`src/hw/rtl/assert_macros.svh`:
```
// Assertion macros shared by the date unit RTL
`ifndef ASSERT_MACROS_SVH
`define ASSERT_MACROS_SVH
`ifndef SYNTHESIS
// Property must hold at every clock edge outside reset
`define ASSERT_CLK(label, clk, rst, prop, msg) \
   label: assert property (@(posedge clk) disable iff (rst) prop) else $error(msg);
// Expression must never be true outside reset
`define ASSERT_NEVER(label, clk, rst, expr, msg) \
   label: assert property (@(posedge clk) disable iff (rst) !(expr)) else $error(msg);
`else
`define ASSERT_CLK(label, clk, rst, prop, msg)
`define ASSERT_NEVER(label, clk, rst, expr, msg)
`endif
`endif

```
`src/hw/rtl/gdc_pkg.sv`:
```
// Shared types, codes and calendar tables for the date unit
`default_nettype none
package gdc_pkg;

   localparam int YEAR_W  = 14;
   localparam int MONTH_W = 4;
   localparam int DAY_W   = 5;
   localparam int OFF_W   = 23;
   localparam int DN_W    = 22;
   localparam int DOY_W   = 9;
   localparam int WD_W    = 3;

   localparam int unsigned YEAR_MAX   = 9999;
   localparam int unsigned DAYS_TOTAL = 3652059;
   localparam int unsigned D400       = 146097;
   localparam int unsigned D100       = 36524;
   localparam int unsigned D4         = 1461;
   localparam int unsigned D1         = 365;

   localparam logic [1:0] OP_ADD  = 2'd0;
   localparam logic [1:0] OP_DIFF = 2'd1;

   localparam logic [1:0] UNIT_DAYS   = 2'd0;
   localparam logic [1:0] UNIT_MONTHS = 2'd1;
   localparam logic [1:0] UNIT_YEARS  = 2'd2;
   localparam logic [1:0] UNIT_ZERO   = 2'd3;

   localparam logic [1:0] ST_OK    = 2'd0;
   localparam logic [1:0] ST_BAD   = 2'd1;
   localparam logic [1:0] ST_RANGE = 2'd2;

   typedef struct packed {
      logic             ok;
      logic [DAY_W-1:0] mlen;
      logic [DOY_W-1:0] doy;
      logic [DN_W-1:0]  dn;
   } d2n_out_type;

   typedef struct packed {
      logic [YEAR_W-1:0]  year;
      logic [MONTH_W-1:0] month;
      logic [DAY_W-1:0]   day;
      logic [DOY_W-1:0]   doy;
      logic [DAY_W-1:0]   mlen;
      logic [WD_W-1:0]    wd;
   } n2d_out_type;

   // days before the first of month m; months outside 1..12 give 0
   function automatic logic [DOY_W-1:0] month_start(logic [MONTH_W-1:0] m, logic leap);
      logic [DOY_W-1:0] base;
      unique case (m)
         4'd1:    base = 9'd0;
         4'd2:    base = 9'd31;
         4'd3:    base = 9'd59;
         4'd4:    base = 9'd90;
         4'd5:    base = 9'd120;
         4'd6:    base = 9'd151;
         4'd7:    base = 9'd181;
         4'd8:    base = 9'd212;
         4'd9:    base = 9'd243;
         4'd10:   base = 9'd273;
         4'd11:   base = 9'd304;
         4'd12:   base = 9'd334;
         default: base = 9'd0;
      endcase
      return base + 9'((leap && m > 4'd2 && m <= 4'd12) ? 1 : 0);
   endfunction

   function automatic logic [DAY_W-1:0] month_len(logic [MONTH_W-1:0] m, logic leap);
      logic [DAY_W-1:0] len;
      unique case (m)
         4'd2:                      len = leap ? 5'd29 : 5'd28;
         4'd4, 4'd6, 4'd9, 4'd11:   len = 5'd30;
         default:                   len = 5'd31;
      endcase
      return len;
   endfunction

endpackage
`default_nettype wire

```
`src/hw/rtl/gregorian_date_calculator.sv`:
```
// Gregorian date unit top level: shift, difference and description of dates
`default_nettype none
// Proleptic Gregorian date unit for years 1 to 9999. Each request gives exactly one
// response, in order: opcode 0 shifts date A by day_offset, opcode 1 gives date B minus
// date A in days, months, whole 365-day years or zero, and opcodes 2 and 3 describe
// date A. Every good response carries the date with its weekday (0 is Sunday), day of
// year and month length; a bad input date gives status 1, a shift leaving the calendar
// gives status 2, and then all other fields are zero. The datapath is a 14-stage
// pipeline with every division done by constant reciprocal multiplies or shifts, so one
// request is taken per clock unless a response waits at the output. The whole
// pipeline holds while a response waits at the output, so req_ready follows
// rsp_ready combinationally whenever the output register is full.
`include "assert_macros.svh"
module gregorian_date_calculator import gdc_pkg::*; (
   input  wire logic                     clock,
   input  wire logic                     reset,
   input  wire logic                     req_valid,
   output logic                          req_ready,
   input  wire logic [1:0]               req_opcode,
   input  wire logic [YEAR_W-1:0]        req_year_a,
   input  wire logic [MONTH_W-1:0]       req_month_a,
   input  wire logic [DAY_W-1:0]         req_day_a,
   input  wire logic [YEAR_W-1:0]        req_year_b,
   input  wire logic [MONTH_W-1:0]       req_month_b,
   input  wire logic [DAY_W-1:0]         req_day_b,
   input  wire logic signed [OFF_W-1:0]  req_day_offset,
   input  wire logic [1:0]               req_diff_unit,
   output logic                          rsp_valid,
   input  wire logic                     rsp_ready,
   output logic [1:0]                    rsp_status,
   output logic [YEAR_W-1:0]             rsp_res_year,
   output logic [MONTH_W-1:0]            rsp_res_month,
   output logic [DAY_W-1:0]              rsp_res_day,
   output logic [WD_W-1:0]               rsp_weekday,
   output logic [DOY_W-1:0]              rsp_year_day,
   output logic [DAY_W-1:0]              rsp_month_length,
   output logic signed [OFF_W-1:0]       rsp_difference
);

   localparam int LAT    = 14;
   localparam int D2N_LAT = 3;
   localparam int TAIL   = 9;
   localparam longint unsigned K365 = ((64'd1 << 31) + 64'(D1) - 64'd1) / 64'(D1);

   typedef struct packed {
      logic [1:0]              op;
      logic [1:0]              unit;
      logic [YEAR_W-1:0]       ya;
      logic [YEAR_W-1:0]       yb;
      logic [MONTH_W-1:0]      ma;
      logic [MONTH_W-1:0]      mb;
      logic [DAY_W-1:0]        da;
      logic [DAY_W-1:0]        db;
      logic signed [OFF_W-1:0] off;
   } side_type;

   typedef struct packed {
      logic [1:0]              status;
      logic                    is_diff;
      logic [1:0]              unit;
      logic signed [OFF_W-1:0] days;
      logic [DN_W-1:0]         abs_days;
      logic                    neg;
      logic signed [17:0]      mdiff;
   } mid_type;

   typedef struct packed {
      logic [1:0]              status;
      logic signed [OFF_W-1:0] diff;
   } tail_type;

   // One enable for every stage: advance whenever the output register can move on
   logic en;
   assign en        = !rsp_valid || rsp_ready;
   assign req_ready = en;

   // Valid bits travel alongside the data, one per register stage
   logic [LAT-1:0] vld_ff, vld_in;
   assign vld_in = {vld_ff[LAT-2:0], req_valid};

   always_ff @(posedge clock) begin
      if (reset) begin
         vld_ff <= '0;
      end else if (en) begin
         vld_ff <= vld_in;
      end
   end

   // Stages 1 to 3: both dates to day numbers; the raw request fields ride alongside
   d2n_out_type a_res, b_res;

   gdc_d2n u_d2n_a (
      .clock  (clock),
      .en     (en),
      .year   (req_year_a),
      .month  (req_month_a),
      .day    (req_day_a),
      .result (a_res)
   );

   gdc_d2n u_d2n_b (
      .clock  (clock),
      .en     (en),
      .year   (req_year_b),
      .month  (req_month_b),
      .day    (req_day_b),
      .result (b_res)
   );

   side_type side_ff [D2N_LAT];
   side_type side_in;

   always_comb begin
      side_in.op   = req_opcode;
      side_in.unit = req_diff_unit;
      side_in.ya   = req_year_a;
      side_in.yb   = req_year_b;
      side_in.ma   = req_month_a;
      side_in.mb   = req_month_b;
      side_in.da   = req_day_a;
      side_in.db   = req_day_b;
      side_in.off  = req_day_offset;
   end

   always_ff @(posedge clock) begin
      if (en) begin
         side_ff[0] <= side_in;
         for (int i = 1; i < D2N_LAT; i++) begin
            side_ff[i] <= side_ff[i-1];
         end
      end
   end

   // Stage 4: shift, range check, raw day and month differences
   side_type           sd;
   logic               is_add, is_diff, bad, oor, inc;
   logic signed [24:0] shifted;
   logic signed [22:0] days;
   logic signed [17:0] ya_s, yb_s, ma_s, mb_s, mdiff;
   mid_type            mid_ff, mid_in;
   logic [DN_W-1:0]    dn_ff, dn_in;

   assign sd      = side_ff[D2N_LAT-1];
   assign is_add  = (sd.op == OP_ADD);
   assign is_diff = (sd.op == OP_DIFF);
   assign bad     = !a_res.ok || (is_diff && !b_res.ok);
   assign shifted = $signed({3'b000, a_res.dn}) + $signed({{2{sd.off[OFF_W-1]}}, sd.off});
   assign oor     = (shifted < 25'sd0) || (shifted > $signed(25'(DAYS_TOTAL - 1)));
   assign days    = $signed({1'b0, b_res.dn}) - $signed({1'b0, a_res.dn});
   assign ya_s    = 18'(sd.ya);
   assign yb_s    = 18'(sd.yb);
   assign ma_s    = 18'(sd.ma);
   assign mb_s    = 18'(sd.mb);
   // count the current month too unless day B falls short or A ends its month
   assign inc     = (sd.db >= sd.da) && (sd.da != a_res.mlen);
   assign mdiff   = (mb_s - ma_s) + 18'sd12 * (yb_s - ya_s) + 18'(inc);

   always_comb begin
      priority if (bad) begin
         mid_in.status = ST_BAD;
      end else if (is_add && oor) begin
         mid_in.status = ST_RANGE;
      end else begin
         mid_in.status = ST_OK;
      end
      mid_in.is_diff  = is_diff;
      mid_in.unit     = sd.unit;
      mid_in.days     = days;
      mid_in.neg      = days[OFF_W-1];
      mid_in.abs_days = days[OFF_W-1] ? DN_W'(-days) : days[DN_W-1:0];
      mid_in.mdiff    = mdiff;
      dn_in           = is_add ? shifted[DN_W-1:0] : a_res.dn;
   end

   always_ff @(posedge clock) begin
      if (en) begin
         mid_ff <= mid_in;
         dn_ff  <= dn_in;
      end
   end

   // Stages 5 to 13: day number back to a calendar date
   n2d_out_type date_res;

   gdc_n2d u_n2d (
      .clock  (clock),
      .en     (en),
      .dn     (dn_ff),
      .result (date_res)
   );

   // Stage 5: choose the difference in its unit; years truncate toward zero
   logic [45:0]             p365;
   logic [13:0]             years;
   logic signed [OFF_W-1:0] diff_sel;
   tail_type                tail_in;
   tail_type                tail_ff [TAIL];

   assign p365  = 46'(mid_ff.abs_days) * 46'(K365);
   assign years = p365[44:31];

   always_comb begin
      diff_sel = '0;
      if (mid_ff.is_diff && (mid_ff.days != '0) && (mid_ff.status == ST_OK)) begin
         unique case (mid_ff.unit)
            UNIT_DAYS:   diff_sel = mid_ff.days;
            UNIT_MONTHS: diff_sel = OFF_W'(mid_ff.mdiff);
            UNIT_YEARS:  diff_sel = mid_ff.neg ? -$signed(OFF_W'(years))
                                               : $signed(OFF_W'(years));
            UNIT_ZERO:   diff_sel = '0;
         endcase
      end
      tail_in.status = mid_ff.status;
      tail_in.diff   = diff_sel;
   end

   // Hold status and difference until the date conversion catches up
   always_ff @(posedge clock) begin
      if (en) begin
         tail_ff[0] <= tail_in;
         for (int i = 1; i < TAIL; i++) begin
            tail_ff[i] <= tail_ff[i-1];
         end
      end
   end

   // Stage 14: output register; any bad status drops every other field to zero
   tail_type                last;
   logic                    good;
   logic [1:0]              status_in;
   logic [YEAR_W-1:0]       year_ff, year_in;
   logic [MONTH_W-1:0]      month_ff, month_in;
   logic [DAY_W-1:0]        day_ff, day_in;
   logic [WD_W-1:0]         wd_ff, wd_in;
   logic [DOY_W-1:0]        doy_ff, doy_in;
   logic [DAY_W-1:0]        mlen_ff, mlen_in;
   logic signed [OFF_W-1:0] diff_ff, diff_in;
   logic [1:0]              status_ff;

   assign last      = tail_ff[TAIL-1];
   assign good      = (last.status == ST_OK);
   assign status_in = last.status;
   assign year_in   = good ? date_res.year  : '0;
   assign month_in  = good ? date_res.month : '0;
   assign day_in    = good ? date_res.day   : '0;
   assign wd_in     = good ? date_res.wd    : '0;
   assign doy_in    = good ? date_res.doy   : '0;
   assign mlen_in   = good ? date_res.mlen  : '0;
   assign diff_in   = good ? last.diff      : '0;

   always_ff @(posedge clock) begin
      if (en) begin
         status_ff <= status_in;
         year_ff   <= year_in;
         month_ff  <= month_in;
         day_ff    <= day_in;
         wd_ff     <= wd_in;
         doy_ff    <= doy_in;
         mlen_ff   <= mlen_in;
         diff_ff   <= diff_in;
      end
   end

   assign rsp_valid        = vld_ff[LAT-1];
   assign rsp_status       = status_ff;
   assign rsp_res_year     = year_ff;
   assign rsp_res_month    = month_ff;
   assign rsp_res_day      = day_ff;
   assign rsp_weekday      = wd_ff;
   assign rsp_year_day     = doy_ff;
   assign rsp_month_length = mlen_ff;
   assign rsp_difference   = diff_ff;

   `ASSERT_CLK(a_bad_clears, clock, reset, (rsp_valid && rsp_status != ST_OK) |-> (rsp_res_year == '0 && rsp_res_month == '0 && rsp_difference == '0), "failed response carries data")
   `ASSERT_CLK(a_good_date, clock, reset, (rsp_valid && rsp_status == ST_OK) |-> (rsp_res_month >= 4'd1 && rsp_res_month <= 4'd12 && rsp_res_day >= 5'd1 && rsp_res_day <= rsp_month_length), "response date malformed")
   `ASSERT_CLK(a_good_fields, clock, reset, (rsp_valid && rsp_status == ST_OK) |-> (rsp_weekday <= 3'd6 && rsp_year_day <= 9'd365 && rsp_month_length >= 5'd28), "weekday or day of year out of range")
   `ASSERT_NEVER(a_bad_status, clock, reset, rsp_valid && rsp_status != ST_OK && rsp_status != ST_BAD && rsp_status != ST_RANGE, "unknown status code")

endmodule
`default_nettype wire

```
`src/hw/rtl/gdc_d2n.sv`:
```
// Date check and date-to-day-number conversion, three register stages
`default_nettype none
module gdc_d2n import gdc_pkg::*; (
   input  wire logic               clock,
   input  wire logic               en,
   input  wire logic [YEAR_W-1:0]  year,
   input  wire logic [MONTH_W-1:0] month,
   input  wire logic [DAY_W-1:0]   day,
   output d2n_out_type             result
);

   localparam logic [12:0] HUND_RECIP = 13'(((1 << 19) + 99) / 100);

   // stage 1: range check and year / 100
   logic [YEAR_W-1:0]  y1_ff;
   logic [MONTH_W-1:0] m1_ff;
   logic [DAY_W-1:0]   d1_ff;
   logic [7:0]         qy1_ff, qy1_in;
   logic               rng1_ff, rng1_in;
   logic [26:0]        qy_prod;

   assign qy_prod = 27'(year) * 27'(HUND_RECIP);
   assign qy1_in  = qy_prod[26:19];
   assign rng1_in = (year >= 14'd1) && (year <= 14'(YEAR_MAX)) && (month >= 4'd1)
                    && (month <= 4'd12) && (day >= 5'd1);

   always_ff @(posedge clock) begin
      if (en) begin
         y1_ff   <= year;
         m1_ff   <= month;
         d1_ff   <= day;
         qy1_ff  <= qy1_in;
         rng1_ff <= rng1_in;
      end
   end

   // stage 2: leap year, month length, day of year
   logic [14:0]        c100;
   logic               ymod0;
   logic               leap2;
   logic [DAY_W-1:0]   mlen2_ff, mlen2_in;
   logic               ok2_ff, ok2_in;
   logic [DOY_W-1:0]   doy2_ff, doy2_in;
   logic [YEAR_W-1:0]  p2_ff, p2_in;
   logic [7:0]         q2_ff, q2_in;

   assign c100     = 15'(qy1_ff) * 15'd100;
   assign ymod0    = ({1'b0, y1_ff} == c100);
   assign leap2    = (y1_ff[1:0] == 2'd0) && (!ymod0 || (qy1_ff[1:0] == 2'd0));
   assign mlen2_in = month_len(m1_ff, leap2);
   assign ok2_in   = rng1_ff && (d1_ff <= mlen2_in);
   assign doy2_in  = month_start(m1_ff, leap2) + 9'(d1_ff) - 9'd1;
   assign p2_in    = y1_ff - 14'd1;
   assign q2_in    = qy1_ff - 8'(ymod0);

   always_ff @(posedge clock) begin
      if (en) begin
         mlen2_ff <= mlen2_in;
         ok2_ff   <= ok2_in;
         doy2_ff  <= doy2_in;
         p2_ff    <= p2_in;
         q2_ff    <= q2_in;
      end
   end

   // stage 3: day number, day 0 is 0001-01-01
   logic [22:0]  dn3;
   d2n_out_type  res_ff, res_in;

   assign dn3 = 23'(p2_ff) * 23'd365 + 23'(p2_ff >> 2) - 23'(q2_ff) + 23'(q2_ff >> 2)
                + 23'(doy2_ff);

   always_comb begin
      res_in.ok   = ok2_ff;
      res_in.mlen = mlen2_ff;
      res_in.doy  = doy2_ff;
      res_in.dn   = dn3[DN_W-1:0];
   end

   always_ff @(posedge clock) begin
      if (en) begin
         res_ff <= res_in;
      end
   end

   assign result = res_ff;

endmodule
`default_nettype wire

```
`src/hw/rtl/gdc_n2d.sv`:
```
// Day-number-to-date conversion and weekday, nine register stages
`default_nettype none
module gdc_n2d import gdc_pkg::*; (
   input  wire logic            clock,
   input  wire logic            en,
   input  wire logic [DN_W-1:0] dn,
   output n2d_out_type          result
);

   localparam longint unsigned K400 = ((64'd1 << 40) + 64'(D400) - 64'd1) / 64'(D400);
   localparam longint unsigned K100 = ((64'd1 << 34) + 64'(D100) - 64'd1) / 64'(D100);
   localparam longint unsigned K4   = ((64'd1 << 27) + 64'(D4) - 64'd1) / 64'(D4);
   localparam longint unsigned K1   = ((64'd1 << 20) + 64'(D1) - 64'd1) / 64'(D1);
   localparam longint unsigned K7   = ((64'd1 << 25) + 64'd6) / 64'd7;

   // stage 1: 400-year cycles and weekday quotient
   logic [44:0] p400;
   logic [45:0] p7;
   logic [22:0] x7;
   logic [DN_W-1:0] s1_dn_ff;
   logic [4:0]  s1_q400_ff, s1_q400_in;
   logic [22:0] s1_x7_ff;
   logic [19:0] s1_wq_ff, s1_wq_in;

   assign x7         = 23'(dn) + 23'd1;
   assign p400       = 45'(dn) * 45'(K400);
   assign p7         = 46'(x7) * 46'(K7);
   assign s1_q400_in = p400[44:40];
   assign s1_wq_in   = p7[44:25];

   always_ff @(posedge clock) begin
      if (en) begin
         s1_dn_ff   <= dn;
         s1_q400_ff <= s1_q400_in;
         s1_x7_ff   <= x7;
         s1_wq_ff   <= s1_wq_in;
      end
   end

   // stage 2: remainders
   logic [21:0] r400_full;
   logic [22:0] wd_full;
   logic [17:0] s2_r400_ff;
   logic [4:0]  s2_q400_ff;
   logic [WD_W-1:0] s2_wd_ff;

   assign r400_full = s1_dn_ff - 22'(s1_q400_ff) * 22'(D400);
   assign wd_full   = s1_x7_ff - 23'(s1_wq_ff) * 23'd7;

   always_ff @(posedge clock) begin
      if (en) begin
         s2_r400_ff <= r400_full[17:0];
         s2_q400_ff <= s1_q400_ff;
         s2_wd_ff   <= wd_full[WD_W-1:0];
      end
   end

   // stage 3: centuries, last day of a 400-year cycle stays in century 3
   logic [36:0] p100;
   logic [2:0]  q100_raw;
   logic [17:0] s3_r400_ff;
   logic [4:0]  s3_q400_ff;
   logic [1:0]  s3_q100_ff, s3_q100_in;
   logic [WD_W-1:0] s3_wd_ff;

   assign p100       = 37'(s2_r400_ff) * 37'(K100);
   assign q100_raw   = p100[36:34];
   assign s3_q100_in = (q100_raw > 3'd3) ? 2'd3 : q100_raw[1:0];

   always_ff @(posedge clock) begin
      if (en) begin
         s3_r400_ff <= s2_r400_ff;
         s3_q400_ff <= s2_q400_ff;
         s3_q100_ff <= s3_q100_in;
         s3_wd_ff   <= s2_wd_ff;
      end
   end

   // stage 4
   logic [17:0] r100_full;
   logic [15:0] s4_r100_ff;
   logic [4:0]  s4_q400_ff;
   logic [1:0]  s4_q100_ff;
   logic [WD_W-1:0] s4_wd_ff;

   assign r100_full = s3_r400_ff - 18'(s3_q100_ff) * 18'(D100);

   always_ff @(posedge clock) begin
      if (en) begin
         s4_r100_ff <= r100_full[15:0];
         s4_q400_ff <= s3_q400_ff;
         s4_q100_ff <= s3_q100_ff;
         s4_wd_ff   <= s3_wd_ff;
      end
   end

   // stage 5: 4-year cycles
   logic [32:0] p4;
   logic [15:0] s5_r100_ff;
   logic [4:0]  s5_q400_ff, s5_q4_ff;
   logic [1:0]  s5_q100_ff;
   logic [WD_W-1:0] s5_wd_ff;

   assign p4 = 33'(s4_r100_ff) * 33'(K4);

   always_ff @(posedge clock) begin
      if (en) begin
         s5_r100_ff <= s4_r100_ff;
         s5_q400_ff <= s4_q400_ff;
         s5_q100_ff <= s4_q100_ff;
         s5_q4_ff   <= p4[31:27];
         s5_wd_ff   <= s4_wd_ff;
      end
   end

   // stage 6
   logic [15:0] r4_full;
   logic [10:0] s6_r4_ff;
   logic [4:0]  s6_q400_ff, s6_q4_ff;
   logic [1:0]  s6_q100_ff;
   logic [WD_W-1:0] s6_wd_ff;

   assign r4_full = s5_r100_ff - 16'(s5_q4_ff) * 16'(D4);

   always_ff @(posedge clock) begin
      if (en) begin
         s6_r4_ff   <= r4_full[10:0];
         s6_q400_ff <= s5_q400_ff;
         s6_q100_ff <= s5_q100_ff;
         s6_q4_ff   <= s5_q4_ff;
         s6_wd_ff   <= s5_wd_ff;
      end
   end

   // stage 7: single years, last day of a 4-year cycle stays in year 3
   logic [22:0] p1;
   logic [2:0]  q1_raw;
   logic [10:0] s7_r4_ff;
   logic [4:0]  s7_q400_ff, s7_q4_ff;
   logic [1:0]  s7_q100_ff, s7_q1_ff, s7_q1_in;
   logic [WD_W-1:0] s7_wd_ff;

   assign p1       = 23'(s6_r4_ff) * 23'(K1);
   assign q1_raw   = p1[22:20];
   assign s7_q1_in = (q1_raw > 3'd3) ? 2'd3 : q1_raw[1:0];

   always_ff @(posedge clock) begin
      if (en) begin
         s7_r4_ff   <= s6_r4_ff;
         s7_q400_ff <= s6_q400_ff;
         s7_q100_ff <= s6_q100_ff;
         s7_q4_ff   <= s6_q4_ff;
         s7_q1_ff   <= s7_q1_in;
         s7_wd_ff   <= s6_wd_ff;
      end
   end

   // stage 8: year and day of year
   logic [10:0] r1_full;
   logic [15:0] year_full;
   logic [DOY_W-1:0]  s8_r1_ff;
   logic [YEAR_W-1:0] s8_year_ff;
   logic              s8_leap_ff, s8_leap_in;
   logic [WD_W-1:0]   s8_wd_ff;

   assign r1_full    = s7_r4_ff - 11'(s7_q1_ff) * 11'(D1);
   assign year_full  = 16'(s7_q400_ff) * 16'd400 + 16'(s7_q100_ff) * 16'd100
                       + 16'(s7_q4_ff) * 16'd4 + 16'(s7_q1_ff) + 16'd1;
   assign s8_leap_in = (s7_q1_ff == 2'd3) && ((s7_q4_ff != 5'd24) || (s7_q100_ff == 2'd3));

   always_ff @(posedge clock) begin
      if (en) begin
         s8_r1_ff   <= r1_full[DOY_W-1:0];
         s8_year_ff <= year_full[YEAR_W-1:0];
         s8_leap_ff <= s8_leap_in;
         s8_wd_ff   <= s7_wd_ff;
      end
   end

   // stage 9: month and day of month
   logic [10:0]        ge;
   logic [MONTH_W-1:0] mon;
   logic [DOY_W-1:0]   dom_full;
   n2d_out_type        res_ff, res_in;

   always_comb begin
      for (int k = 1; k < 12; k++) begin
         ge[k-1] = (s8_r1_ff >= month_start(4'(k + 1), s8_leap_ff));
      end
   end

   assign mon      = 4'd1 + 4'($countones(ge));
   assign dom_full = s8_r1_ff - month_start(mon, s8_leap_ff) + 9'd1;

   always_comb begin
      res_in.year  = s8_year_ff;
      res_in.month = mon;
      res_in.day   = dom_full[DAY_W-1:0];
      res_in.doy   = s8_r1_ff;
      res_in.mlen  = month_len(mon, s8_leap_ff);
      res_in.wd    = s8_wd_ff;
   end

   always_ff @(posedge clock) begin
      if (en) begin
         res_ff <= res_in;
      end
   end

   assign result = res_ff;

endmodule
`default_nettype wire

```
`config.mk`:
```
export PLATFORM = sky130hd
export DESIGN_NAME = gregorian_date_calculator
export DESIGN_NICKNAME = d
export VERILOG_FILES = /design/src/hw/rtl/gdc_pkg.sv /design/src/hw/rtl/gregorian_date_calculator.sv /design/src/hw/rtl/gdc_d2n.sv /design/src/hw/rtl/gdc_n2d.sv
export VERILOG_INCLUDE_DIRS = /design/src /design/src/hw/rtl
export SDC_FILE = /design/constraint.sdc
export NUM_CORES = 2
export LEC_CHECK = 0
export BUFFER_PORTS_ARGS = -buffer_cell sky130_fd_sc_hd__buf_2
export CAP_MARGIN = 20
export CORE_MARGIN = 4
export CORE_UTILIZATION = 66
export CTS_CLUSTER_SIZE = 16
export DETAILED_ROUTE_END_ITERATION = 6
export PLACE_DENSITY = 0.92
export SLEW_MARGIN = 20
export SYNTH_ARGS = -nofsm -noshare
export SYNTH_HDL_FRONTEND = slang
export SYNTH_HIERARCHICAL = 1
export SYNTH_SLANG_ARGS = --single-unit
export TNS_END_PERCENT = 1
```
`constraint.sdc`:
```
create_clock -name clock -period 51.1 [get_ports clock]
set_clock_uncertainty 0.2 [all_clocks]
set_input_delay 7.665 -clock clock [delete_from_list [all_inputs] [get_ports clock]]
set_output_delay 7.665 -clock clock [all_outputs]
set_load 0.02 [all_outputs]
```
==> impl_metrics.py <==
metrics = {
    "critical_path": {
        "critical_path.max_fanout": 83,
        "criticalPathCategory": "input port to primary output",
        "critPathRequiredTime_ns": 43.24,
        "cp.arrival_ns": 9.02,
        "critPathCaptureType": "primary output",
        "cp-start-kind": "input port",
    },
    "logic_synthesis": {
        "syn_area_mm2": 0.0959,
        "yosys_warnings": 6,
        "synthCells": 8077,
        "syn_area_per_cell_um2": 11.9,
    },
    "placed_design": {
        "gp_congestion": 0.983,
        "io_buffers": 143,
        "dp_hpwl_um": 169000,
        "place_area_mm2": 0.0990,
        "pre_cts_slack_ns": 33.77,
    },
    "global_routing": {
        "grt_pass1_vias": 66700,
        "antenna_found_initial": 12,
        "overflow": 0,
        "grt_pass1_wl_um": 350000,
        "grt_usage": 0.293,
        "grt_max_degree": 164,
    },
    "timing": {
        "grt_setup_unrepaired": "false",
        "fmax_ghz": 0.0592,
        "slew_headroom": 0.282,
        "maxSlewViolCount": 0,
        "setup-tns-final_ns": 0,
        "hold_viol_final": 0,
        "tightest_slew_ns": 1.08,
        "period_needed_ns": 16.89,
        "setup_viol": 0,
        "timing.final.ws_setup_ns": 34.21,
        "finalCritPeriodShare": 0.330,
    },
    "routing": {
        "drt_wl_total_um": 217000,
        "drt_iter0_drc": 4773,
        "drcViolationCount": 0,
        "routedWlPerCell_um": 21.1,
        "first_pass_iters": 6,
        "via_per_inst": 5.90,
        "dr_total_vias": 60800,
        "ant_nets": 0,
    },
    "job": {
        "drv_cap": 0,
    },
    "cts": {
        "cts_tree": "yes",
        "post_cts_buffers": 0,
        "clockBufferDepth": 3,
        "cts_sinks": 1057,
        "clk_latency_ns": 0.79,
        "cts.htree.levels": 3,
        "cts_buffers": 109,
        "ctsHoldBuffers": 0,
        "cts_root_buf": "clkbuf_16",
        "clkSlewWorstSetupHoldPaths_ns": 0.07,
        "cts_resized": 0,
    },
    "die": {
        "rows": 139,
        "die_area_mm2": 0.151,
        "core-area_mm2": 0.144,
        "io_pins": 144,
        "die_y_um": 389,
        "die_width_um": 389,
        "start_util": 0.666,
    },
    "final_layout": {
        "syn_to_final_growth_pct": 7.31,
        "design_area_mm2": 0.103,
        "fillers": 9045,
        "drive_gt1_frac": 0.0491,
        "fin_nets": 11100,
    },
    "hold_path": {
        "min_path_type": "flip-flop to flip-flop",
    },
    "status": {
        "outcome": "finished clean",
    },
}
## state kept, by name, summed over array words and instances (netlist names), 22 cells and up, named ones only
name            count
tail_ff           225
mid_ff             67
side_ff           219
rsp_difference     23
u_d2n_a/result     25
u_d2n_b/result     23
dn_ff              22
u_n2d/result       37
## cell type report
cell class | count | area (um2) | area share
multi-input cells | 5086 | 57200 | 0.556
repair buffers | 166 | 925 | 0.00899
flip-flops and latches | 1057 | 31400 | 0.305
well taps | 1903 | 2380 | 0.0231
clock buffers | 115 | 2750 | 0.0267
clock inverters | 88 | 1120 | 0.0109
inverters | 1884 | 7080 | 0.0688
diodes | 7 | 17.5 | 0.000170
## metal layers
metal,up-vias,share of wire,GRT usage
li1,27300,-,-
met1,30000,0.37,0.348
met2,2693,0.50,0.514
met3,785,0.070,0.0538
met4,10,0.056,0.143
met5,-,0.00032,0
## cells in the final DEF (no fill, tap or decap), types with 14 or more instances in the layout
master	instances
inv_1	1883
ha_1	1659
fa_1	1076
edfxtp_1	1025
xnor2_1	301
a21oi_1	293
nand2_1	258
nor2_1	208
o21ai_0	151
buf_2	143
a21o_1	114
xor2_1	109
clkbuf_16	109
and2_1	80
nand3_1	74
nor3_1	69
nand4_1	48
nand2b_1	47
o21bai_1	46
nor2b_1	41
o21a_1	37
a211oi_1	36
o211ai_1	33
dfxtp_1	32
o21ai_1	28
a31oi_1	27
and3_1	24
nor4_1	21
buf_4	20
or3_1	18
clkinv_1	18
o31ai_1	17
mux2i_1	17
bufinv_16	16
clkinvlp_4	15
or2_2	14
## final timing paths
| check | from | endpoint | slack, ns | depth (start not counted) |
|---|---|---|---|---|
| setup / recovery | rsp_ready | req_ready | 34.21 | 4 |
| hold reg to reg | tail_ff[0][85] | tail_ff[0][110] | 0.19 | 0 |
| hold / removal | tail_ff[0][85] | tail_ff[0][110] | 0.19 | 0 |
| setup reg to reg | mid_ff[38] | tail_ff[0][10] | 41.76 | 30 |
## per-stage QoR
step,util,std cells,hold WS (ns)
global route,0.714,10300,0.214
CTS,0.714,10300,0.187
detailed placement,0.687,10100,0.205
global placement,0.687,10100,0.200
finish,0.714,10300,0.195
floorplan,-,8081,0.200
## worst max-delay path: stages
cell	delay (ns)
buf_2	0.10
nor2b_2	0.55
inv_8	0.38
buf_2	0.30
Power is not shown: default switching activity piles up to over one toggle a cycle in this logic, so the estimate is an artifact.
